===== src/rtl/core/dmc_pkg.sv =====
// dmc_pkg: shared types, codes and helper functions for the DFS maze carver.
// Used by dmc_ctrl, dmc_datapath and dfs_maze_carver_core; no dependencies.

package dmc_pkg;

    // Configuration port
    localparam int CFG_IDX_W  = 4;
    localparam int CFG_DATA_W = 7;
    localparam logic [CFG_IDX_W-1:0] CFG_ROWS = 4'd0;
    localparam logic [CFG_IDX_W-1:0] CFG_COLS = 4'd1;
    localparam logic [CFG_DATA_W-1:0] SIZE_RESET = 7'd16;

    // Payload widths of the ports
    localparam int RND_W   = 16;
    localparam int COORD_W = 6;

    // Action codes
    localparam logic [1:0] ACT_CARVED    = 2'd0;
    localparam logic [1:0] ACT_BACKTRACK = 2'd1;
    localparam logic [1:0] ACT_FINISHED  = 2'd2;
    localparam logic [1:0] ACT_IDLE_DONE = 2'd3;

    // Direction codes, also the scan order of the neighbors
    localparam logic [1:0] DIR_NORTH = 2'd0;
    localparam logic [1:0] DIR_SOUTH = 2'd1;
    localparam logic [1:0] DIR_WEST  = 2'd2;
    localparam logic [1:0] DIR_EAST  = 2'd3;

    // Commands from the controller to the datapath
    typedef struct packed {
        logic restart;    // clear position, stack and done flag, rewind sweep
        logic clr_step;   // write one entry of the visited map during the sweep
        logic take_item;  // latch the request and the neighbor bounds
        logic rd_issue;   // read one neighbor's visited bit
        logic decide;     // carve, start a pop, or finish
        logic pop_load;   // move to the cell popped off the stack
        logic out_load;   // move the staged result to the output register
    } t_dmc_cmd;

    // Status from the datapath to the controller
    typedef struct packed {
        logic clr_last;   // sweep is at its last entry
        logic rd_last;    // last neighbor read is being issued
        logic done;       // maze already finished
        logic pop_go;     // no candidate and a non-empty stack
        logic out_free;   // output register can take a result this cycle
    } t_dmc_status;

    // Remainder modulo 3 of a 16-bit value: base-4 digits are each 1 mod 3
    function automatic logic [1:0] mod3_16(input logic [RND_W-1:0] v);
        logic [4:0] s;
        logic [2:0] f;
        s = '0;
        for (int i = 0; i < RND_W / 2; i++) begin
            s = s + 5'(v[2*i +: 2]);
        end
        f = 3'(s[1:0]) + 3'(s[3:2]) + 3'(s[4]);
        if (f >= 3'd6) begin
            f = f - 3'd6;
        end else if (f >= 3'd3) begin
            f = f - 3'd3;
        end
        return f[1:0];
    endfunction

endpackage


===== src/rtl/core/dmc_ctrl.sv =====
// dmc_ctrl: sequencer for the maze carver (clearing sweep, neighbor reads,
// decision, pop, result hand-off). Depends on dmc_pkg.

module dmc_ctrl (
    input  logic                 i_clk,
    input  logic                 i_rst_n,
    input  logic                 i_in_valid,
    input  logic                 i_cfg_restart,
    input  dmc_pkg::t_dmc_status i_status,
    output dmc_pkg::t_dmc_cmd    o_cmd,
    output logic                 o_in_stall
);
    import dmc_pkg::*;

    typedef enum logic [6:0] {
        S_CLEAR  = 7'b0000001,
        S_IDLE   = 7'b0000010,
        S_READ   = 7'b0000100,
        S_WAIT   = 7'b0001000,
        S_DECIDE = 7'b0010000,
        S_POP    = 7'b0100000,
        S_OUT    = 7'b1000000
    } t_state;

    t_state r_state;
    t_state n_state;
    logic   w_accept;

    // Requests are taken only in idle and never alongside a restart
    assign o_in_stall = (r_state != S_IDLE) || i_cfg_restart;
    assign w_accept   = i_in_valid && !o_in_stall;

    // Next state and commands
    always_comb begin
        n_state = r_state;
        o_cmd   = '0;
        case (r_state)
            S_CLEAR: begin
                o_cmd.clr_step = 1'b1;
                if (i_status.clr_last) begin
                    n_state = S_IDLE;
                end
            end
            S_IDLE: begin
                if (w_accept) begin
                    o_cmd.take_item = 1'b1;
                    n_state = i_status.done ? S_OUT : S_READ;
                end
            end
            S_READ: begin
                o_cmd.rd_issue = 1'b1;
                if (i_status.rd_last) begin
                    n_state = S_WAIT;
                end
            end
            S_WAIT: begin
                n_state = S_DECIDE;
            end
            S_DECIDE: begin
                o_cmd.decide = 1'b1;
                n_state = i_status.pop_go ? S_POP : S_OUT;
            end
            S_POP: begin
                o_cmd.pop_load = 1'b1;
                n_state = S_OUT;
            end
            S_OUT: begin
                if (i_status.out_free) begin
                    o_cmd.out_load = 1'b1;
                    n_state = S_IDLE;
                end
            end
            default: begin
                n_state = S_CLEAR;
            end
        endcase
        // A size write restarts from any state
        if (i_cfg_restart) begin
            o_cmd         = '0;
            o_cmd.restart = 1'b1;
            n_state       = S_CLEAR;
        end
    end

    // State register
    always_ff @(posedge i_clk) begin
        if (!i_rst_n) begin
            r_state <= S_CLEAR;
        end else begin
            r_state <= n_state;
        end
    end

    // Pops only follow a decision; neighbor reads only follow a request or a read
    a_pop_after_decide: assert property (@(posedge i_clk) disable iff (!i_rst_n)
        o_cmd.pop_load |-> $past(o_cmd.decide))
        else $error("pop without a preceding decision");

    a_read_sequence: assert property (@(posedge i_clk) disable iff (!i_rst_n)
        (r_state == S_READ) |-> ($past(o_cmd.take_item) || $past(o_cmd.rd_issue)))
        else $error("neighbor read not started by a request");

    a_stall_outside_idle: assert property (@(posedge i_clk) disable iff (!i_rst_n)
        o_cmd.clr_step |-> o_in_stall)
        else $error("request window open during the clearing sweep");

endmodule


===== config.mk =====
export PLATFORM = sky130hd
export DESIGN_NAME = dmc_ctrl
export DESIGN_NICKNAME = d
export VERILOG_FILES = /design/src/rtl/core/dmc_pkg.sv /design/src/rtl/core/dmc_ctrl.sv
export SDC_FILE = /design/constraint.sdc
export NUM_CORES = 1
export LEC_CHECK = 0
export ABC_AREA = 1
export BUFFER_PORTS_ARGS = -buffer_cell sky130_fd_sc_hd__buf_2
export CORE_UTILIZATION = 34
export DETAILED_ROUTE_END_ITERATION = 6
export SETUP_SLACK_MARGIN = 0.4
export SLEW_MARGIN = 20
export SYNTH_ARGS = -nofsm -noshare
export SYNTH_HDL_FRONTEND = slang
export SYNTH_SLANG_ARGS = --single-unit

===== constraint.sdc =====
create_clock -name i_clk -period 1.2 [get_ports i_clk]
set_input_delay 0.24 -clock i_clk [delete_from_list [all_inputs] [get_ports i_clk]]
set_output_delay 0.24 -clock i_clk [all_outputs]
set_load 0.05 [all_outputs]

After elaboration in Yosys (flattened, before gate mapping):

Cells that the tools add are included.

* bits in registers: 7
* logic and storage cells: 35
* bits of input ports: 9

* mux-type cells: 16
* equal/unequal tests: 12
* bitwise gates (word level): 1
* reduce and logical (&&, ||, !) cells: 5

Operators by type and width (count)
* $mux W7: 7
* $pmux W7 S7: 1
* $mux W1: 8
* $ne A2 B2 Y1 const B: 4
* $eq A7 B1 Y1 const B: 1
* $eq A7 B2 Y1 const B: 1
* $eq A7 B3 Y1 const B: 1
* $eq A7 B4 Y1 const B: 1
* $eq A7 B5 Y1 const B: 1
* $eq A7 B6 Y1 const B: 1
* $eq A7 B7 Y1 const B: 1
* $ne A7 B2 Y1 const B: 1
* $reduce_and A4 Y1: 1
* $reduce_or A2 Y1: 1
* $logic_and A1 B1 Y1: 1
* $logic_not A1 Y1: 1
* $logic_or A1 B1 Y1: 1
* $not A1 Y1: 1

Logic depth before layout (Yosys ltp):

Gate-level depths: netlist (run 1).

* word-level depth: 7
* gate-level depth with buffers: 10
* gate-level depth less buffers: 10

Least setup slack after synthesis (run 1):

No wires, ideal clock.

* kind: register to output
* start: register r_state[3]
* end: output o_cmd[0] in the netlist's numbering
* arrival: 1769 ps
* path buffers: 0
* cell stages (with the launch flop): 6
* required time: 960 ps
* slack: -809 ps
* cell sequence: dfxtp_1 nor2_4 inv_2 nor2_4 nand2_1 nor3_1

RTL lines
* start: declaration: line dmc_ctrl.sv:25 `t_state r_state;`
* start signal: assignment: line dmc_ctrl.sv:90 `r_state <= n_state;`
* end: declaration: line dmc_ctrl.sv:10 `output dmc_pkg::t_dmc_cmd o_cmd,`

==> results.toml, run 1 <==
[pwr]
p_leak_uw = 0.0005659
power_frac_comb_pct = 41.1
swShare_pct = 34.64
ir_drop_v = 0.0008306
p_clk_share_pct = 26.8
switching_power_uw = 277.6
internal_power_uw = 523.7
cellPowerDensity_nw_per_um2 = 702.3
p_seq_share_pct = 32.1

[finish]
nets = 144
largest_register = "r_state"
insertedDiodeCount = 0
largest_register_ffs = 7
drive_gt1_share_pct = 70.90
layout_common_cells = "buf_4 (24), nor2_4 (12), inv_1 (12)"
layout_commonest_cell = "buf_4"
layoutNonFillerInstCount = 150
area_delta_synth_final_pct = 108.7
largestRegisters = "r_state x7"

[sta]
worst_clock_skew_ns = 0.002095
worst_pin_slew_ns = 0.2220
hold_viol = 0
hold_ws_ns = 0.2440
rsz0062_at_grt = "true"
slew_viol_final = 0
setup_viol = 13
timing.final.crit_share_pct = 135.2
fin_crit_ns = 1.623
slew_headroom_pct = 85.18
layout_setup_ws_ns = -0.4225
max_clock_freq_ghz = 0.6163

[global_routing]
grt-ovfl-total = 0
grt_max_degree = 7
antenna_found_initial = 0
grt_pass1_vias = 670
grt_use_total_pct = 22.74
grt_pass1_wl_mm = 2.953

[worst_setup_path]
cpPeakStageDelay_ns = 0.34
crit_path_top_delay_cell = "dfxtp_2"
crit_chain = "nor2_4 -> inv_4 -> nor2_4 -> nand2_2 -> nor3_4 -> buf_6"
worst_setup_path_end_kind = "output pin"
r2r_setup_slack_ns = -0.28
cp_common_cell = "nor2_4"
cp.required_ns = 0.96
r2r_cells = 11
reg2reg_from = "r_state[0]$_SDFFE_PP1P_"
worstPathMaxFanout = 4
path_class = "reg -> out"
arrival_ns = 1.38
r2r_end = "r_state[6]$_SDFFE_PP0P_"
start_kind = "register"

[synth]
mappedNetlistArea_um2 = 546.8
synth_largest_area_cell = "dfxtp_1"
synth_area_leaders = "dfxtp_1 (26%), nor2_1 (11%), nor2_4 (10%)"
synthesis.nets = 94
synth.ff_latch_count = 7
synth_top_area_share_pct = 25.63
syn_area_per_cell_um2 = 6.433
synthCells = 85
ys_seq_area_share_pct = 25.63
synth_warnings = 0
synth_cell_types = 20

[die]
die_h_um = 42.10
io_pins = 17
start_util_pct = 36.30
die_w_um = 42.10
core_um2 = 1506
rows = 14
fp.dieArea_um2 = 1772

[detailed_routing]
vias = 709
wl_per_cell_um = 13.11
ant_nets = 0
viasPerCell = 4.727
wirelength_mm = 1.967
drt-pass1-iter-count = 4
drt_iter0_markers = 9
drc = 0

[clock_tree]
numCtsBuffers = 3
clkLatencyLatePin_ns = 0.25
htree_num_levels = 1
cts.sinks = 7
cts_hold_buf = 0
clk_pin_slew_ns = 0.05
cts_buffer_depth = 2
cts-root-buf = "clkbuf_4"
cts_tree = "done"

[placed_design]
numPortBuffers = 16
globalplace.congestion = 0.7507
place_inst = 134
dp_worst_setup_slack_ns = -0.2209
hpwl_mm = 1.191

[run_status]
status = "finished with violations"
violations = "negative setup slack"

[worst_hold_path]
min_to = "r_state[5]$_SDFFE_PP0P_"
worstHoldStart = "i_status[1]"
hold_depth = 3
min_path_type = "in -> reg"

[run]
max_cap_viol_count = 0
## worst max-delay path: cells and delay by family (launching register included)
kind,cells,cell delay (ns)
flip-flops,1,0.34
buffers and inverters,2,0.24
AND/OR/NAND/NOR,4,0.54
## logic make-up after synthesis
| logic type | after synthesis | share of synthesized area, % |
|---|---|---|
| and+or+nand+nor | 56 | 57.43 |
| DFF | 7 | 25.63 |
| AOI/OAI and AO/OA | 3 | 3.202 |
| buffers and inverters | 19 | 13.73 |
## cell usage after synthesis (all sizes together)
master and n:
inv 18, o21ai 1, nor2 23, nor3 3, nand3 6, a21oi 1
nand4 4, o21bai 1, nand2 17, buf 1, nor3b 1, dfxtp 7
nand3b 2
## power groups by stage
stage                     Combinational (uW)  Clock, uW  Sequential (uW)
after global routing                     349        244              259
final                                    330        214              257
after CTS                                279        219              257
after global placement                   234          0              258
after detailed placement                 237          0              259
after floorplan                          151          0              257
## metrics by stage
stage          total power, uW  TNS (ns)  utilization, %  instance area (um^2)
2_1_floorplan            407.5   -0.6289               -                 623.1
3_3_place_gp             492.1    -1.455           56.48                 850.8
3_5_place_dp             495.6    -1.664           56.48                 850.8
4_1_cts                  755.0    -3.440           69.85                  1052
5_1_grt                  851.4    -4.885           75.75                  1141
6_report                 801.3    -4.020           75.75                  1141
## how the worst max path moves through the flow
stage | start | end | slack (ns)
3_5_place_dp | r_state[3]$_SDFFE_PP0P_ | o_cmd[1] | -0.22
2_1_floorplan | r_state[3]$_SDFFE_PP0P_ | o_cmd[0] | -0.19
6_report | r_state[0]$_SDFFE_PP1P_ | o_cmd[0] | -0.42
5_1_grt | r_state[0]$_SDFFE_PP1P_ | o_cmd[0] | -0.48
3_3_place_gp | r_state[3]$_SDFFE_PP0P_ | o_cmd[1] | -0.20
4_1_cts | r_state[1]$_SDFFE_PP0P_ | o_cmd[0] | -0.38
## layout make-up
| cell class | count | area (um^2) |
|---|---|---|
| flip-flops and latches | 7 | 153.9 |
| repair buffers | 46 | 406.6 |
| clock buffers | 4 | 26.28 |
| fillers | 111 | 365.4 |
| multi-input cells | 59 | 459.2 |
| inverters | 18 | 75.07 |
| well taps | 16 | 20.02 |
## layer usage
metal  global-route usage [%]  vias up  wire length (um)
met5                        0        -                 0
met4                    4.375        0                23
met3                    7.759        2                51
met2                    43.75       11              1159
met1                    23.73      333               732
li1                         -      363                 -
## repair_timing
item,4_1_cts,5_1_grt
pin swaps,10,9
setup endpoints to repair,15,15
resized for setup,37,16
buffers inserted,7,5
Power figures use the tool's default switching activity.
==> inputs of run 2 (changes only) <==
--- a/config.mk
+++ b/config.mk
@@ -10,6 +10,7 @@
 export CORE_UTILIZATION = 34
 export DETAILED_ROUTE_END_ITERATION = 6
 export SETUP_SLACK_MARGIN = 0.4
+export SKIP_LAST_GASP = 1
 export SLEW_MARGIN = 20
 export SYNTH_ARGS = -nofsm -noshare
 export SYNTH_HDL_FRONTEND = slang
==> run 2 against run 1 <==
Net effect: the flow still finishes with violations (negative setup slack); global-route usage shrank 0.090 points; sequential share of layout area rose by 0.15 points; count of clock-buffer cells in the layout is the same; final cell count unchanged; routed wire length down 1.9%; sequential power is essentially flat; maximum frequency barely moved; critical endpoint unchanged; highest routed layer unchanged.
==> results.toml, run 2 (synthesis results as in run 1) <==
[run_status]
status = "finished with violations"
violations = "negative setup slack"

[worst_setup_path]
r2r_setup_slack_ns = -0.29
arrival_ns = 1.38
worstPathMaxFanout = 4
reg2reg_from = "r_state[0]$_SDFFE_PP1P_"
path_buf_inv = 2
crit_path_top_delay_cell = "dfxtp_2"
crit_chain = "nor2_4 -> inv_4 -> nor2_4 -> nand2_2 -> nor3_4 -> buf_6"
cp_common_cell = "nor2_4"
worst_setup_path_end_kind = "output pin"
cp_top_family = "simple AND/OR/NAND/NOR gates"
path_class = "reg -> out"
cp.depth = 6
cpPeakStageDelay_ns = 0.34
cp.required_ns = 0.96
start_kind = "register"
r2r_end = "r_state[6]$_SDFFE_PP0P_"
r2r_cells = 11

[placed_design]
place_area_um2 = 850.8
hpwl_mm = 1.191
globalplace.congestion = 0.7507
numPortBuffers = 16

[pwr]
internal_power_uw = 523.2
p_leak_uw = 0.0005627
swShare_pct = 34.38
cellPowerDensity_nw_per_um2 = 706.5
ir_drop_v = 0.0008177
p_clk_share_pct = 26.5
p_seq_share_pct = 32.3
power_frac_comb_pct = 41.2
switching_power_uw = 274.1

[detailed_routing]
wirelength_mm = 1.930
ant_nets = 0
drt_iter0_markers = 8
viasPerCell = 4.720
vias = 708
drc = 0
drt-pass1-iter-count = 4
wl_per_cell_um = 12.87

[clock_tree]
cts_hold_buf = 0
cts-root-buf = "clkbuf_4"
numCtsBuffers = 3
clk_pin_slew_ns = 0.05
htree_num_levels = 1
cts_buffer_depth = 2
cts_tree = "done"
clkLatencyLatePin_ns = 0.25
cts.sinks = 7

[finish]
largest_register_ffs = 7
area_delta_synth_final_pct = 106.4
layout_common_cells = "buf_4 (26), nor2_4 (12), inv_1 (12)"
fillCellCount = 112
fin_util_pct = 74.92
design_area_um2 = 1129
largestRegisters = "r_state x7"
multi_input_area_um2 = 454.2
nets = 144
drive_gt1_share_pct = 70.15
layout_commonest_cell = "buf_4"
regArea_um2 = 153.9
insertedDiodeCount = 0
largest_register = "r_state"

[sta]
timing.final.crit_share_pct = 135.2
setup_viol = 14
rsz0062_at_grt = "true"
worst_clock_skew_ns = 0.004471
layout_setup_ws_ns = -0.4224
hold_viol = 0
fin_crit_ns = 1.622
slew_headroom_pct = 85.18
worst_pin_slew_ns = 0.2220
slew_viol_final = 0
max_clock_freq_ghz = 0.6164

[run]
max_cap_viol_count = 0

[die]
fp.dieArea_um2 = 1772
die_h_um = 42.10
core_um2 = 1506
io_pins = 17
rows = 14
die_w_um = 42.10
start_util_pct = 36.30

[global_routing]
grt-ovfl-total = 0
antenna_found_initial = 0
grt_use_total_pct = 22.65
grt_pass1_vias = 666
grt_pass1_wl_mm = 2.939
grt_max_degree = 7

[worst_hold_path]
worstHoldStart = "i_status[1]"
min_to = "r_state[5]$_SDFFE_PP0P_"
min_path_type = "in -> reg"
hold_depth = 3
[run 2: how the worst max path moves through the flow]
stage | from | end | slack, ns
global placement | r_state[3]$_SDFFE_PP0P_ | o_cmd[1] | -0.20
detailed placement | r_state[3]$_SDFFE_PP0P_ | o_cmd[1] | -0.22
global route | r_state[0]$_SDFFE_PP1P_ | o_cmd[0] | -0.48
CTS | r_state[1]$_SDFFE_PP0P_ | o_cmd[0] | -0.38
floorplan | r_state[3]$_SDFFE_PP0P_ | o_cmd[0] | -0.19
finish | r_state[0]$_SDFFE_PP1P_ | o_cmd[0] | -0.42
[run 2: final cells by class]
type | instances | area share (%)
Multi-Input combinational cell | 59 | 40.24
Clock buffer | 4 | 2.328
Sequential cell | 7 | 13.64
Timing Repair Buffer | 46 | 35.37
Tap cell | 16 | 1.774
Inverter | 18 | 6.652
[run 2: worst reg2reg max path, cell delays in order, from the launching register on]
cell      delay (ns)
dfxtp_2         0.34
nor2_4          0.13
inv_4           0.05
buf_4           0.14
nor2_4          0.14
buf_4           0.13
nand3b_1        0.11
nand2_2         0.12
nor2_4          0.07
nand2_1         0.06
nand2_1         0.05
nor2_1          0.08
[run 2: stage by stage]
step           worst slack (ns)  setup TNS (ns)  power [uW]  instances  hold WS [ns]
2_1_floorplan           -0.1906         -0.6289       407.5         85        0.3820
3_3_place_gp            -0.2003          -1.455       492.1        134        0.4952
3_5_place_dp            -0.2209          -1.664       495.6        134        0.4923
4_1_cts                 -0.3825          -3.484       754.4        145        0.2185
5_1_grt                 -0.4823          -4.923       850.1        150        0.2240
6_report                -0.4224          -4.075       797.3        150        0.2263
[run 2: repair_timing]
action | in CTS | in global routing
buffers inserted | 7 | 5
resized for setup | 35 | 15
pin swaps | 10 | 9
setup endpoints to repair | 15 | 15
[run 2: per-layer routing]
layer / global-route usage, % / wire length, um / vias to the layer above
li1: - / - / 363
met1: 23.47 / 728 / 332
met2: 43.75 / 1126 / 11
met3: 7.759 / 51 / 2
met4: 4.375 / 23 / 0
met5: 0 / 0 / -
[run 2: power groups by stage]
stage	Combinational, uW	Sequential, uW	Clock (uW)
2_1_floorplan	151	257	0
3_3_place_gp	234	258	0
3_5_place_dp	237	259	0
4_1_cts	279	257	219
5_1_grt	348	259	244
6_report	328	257	212
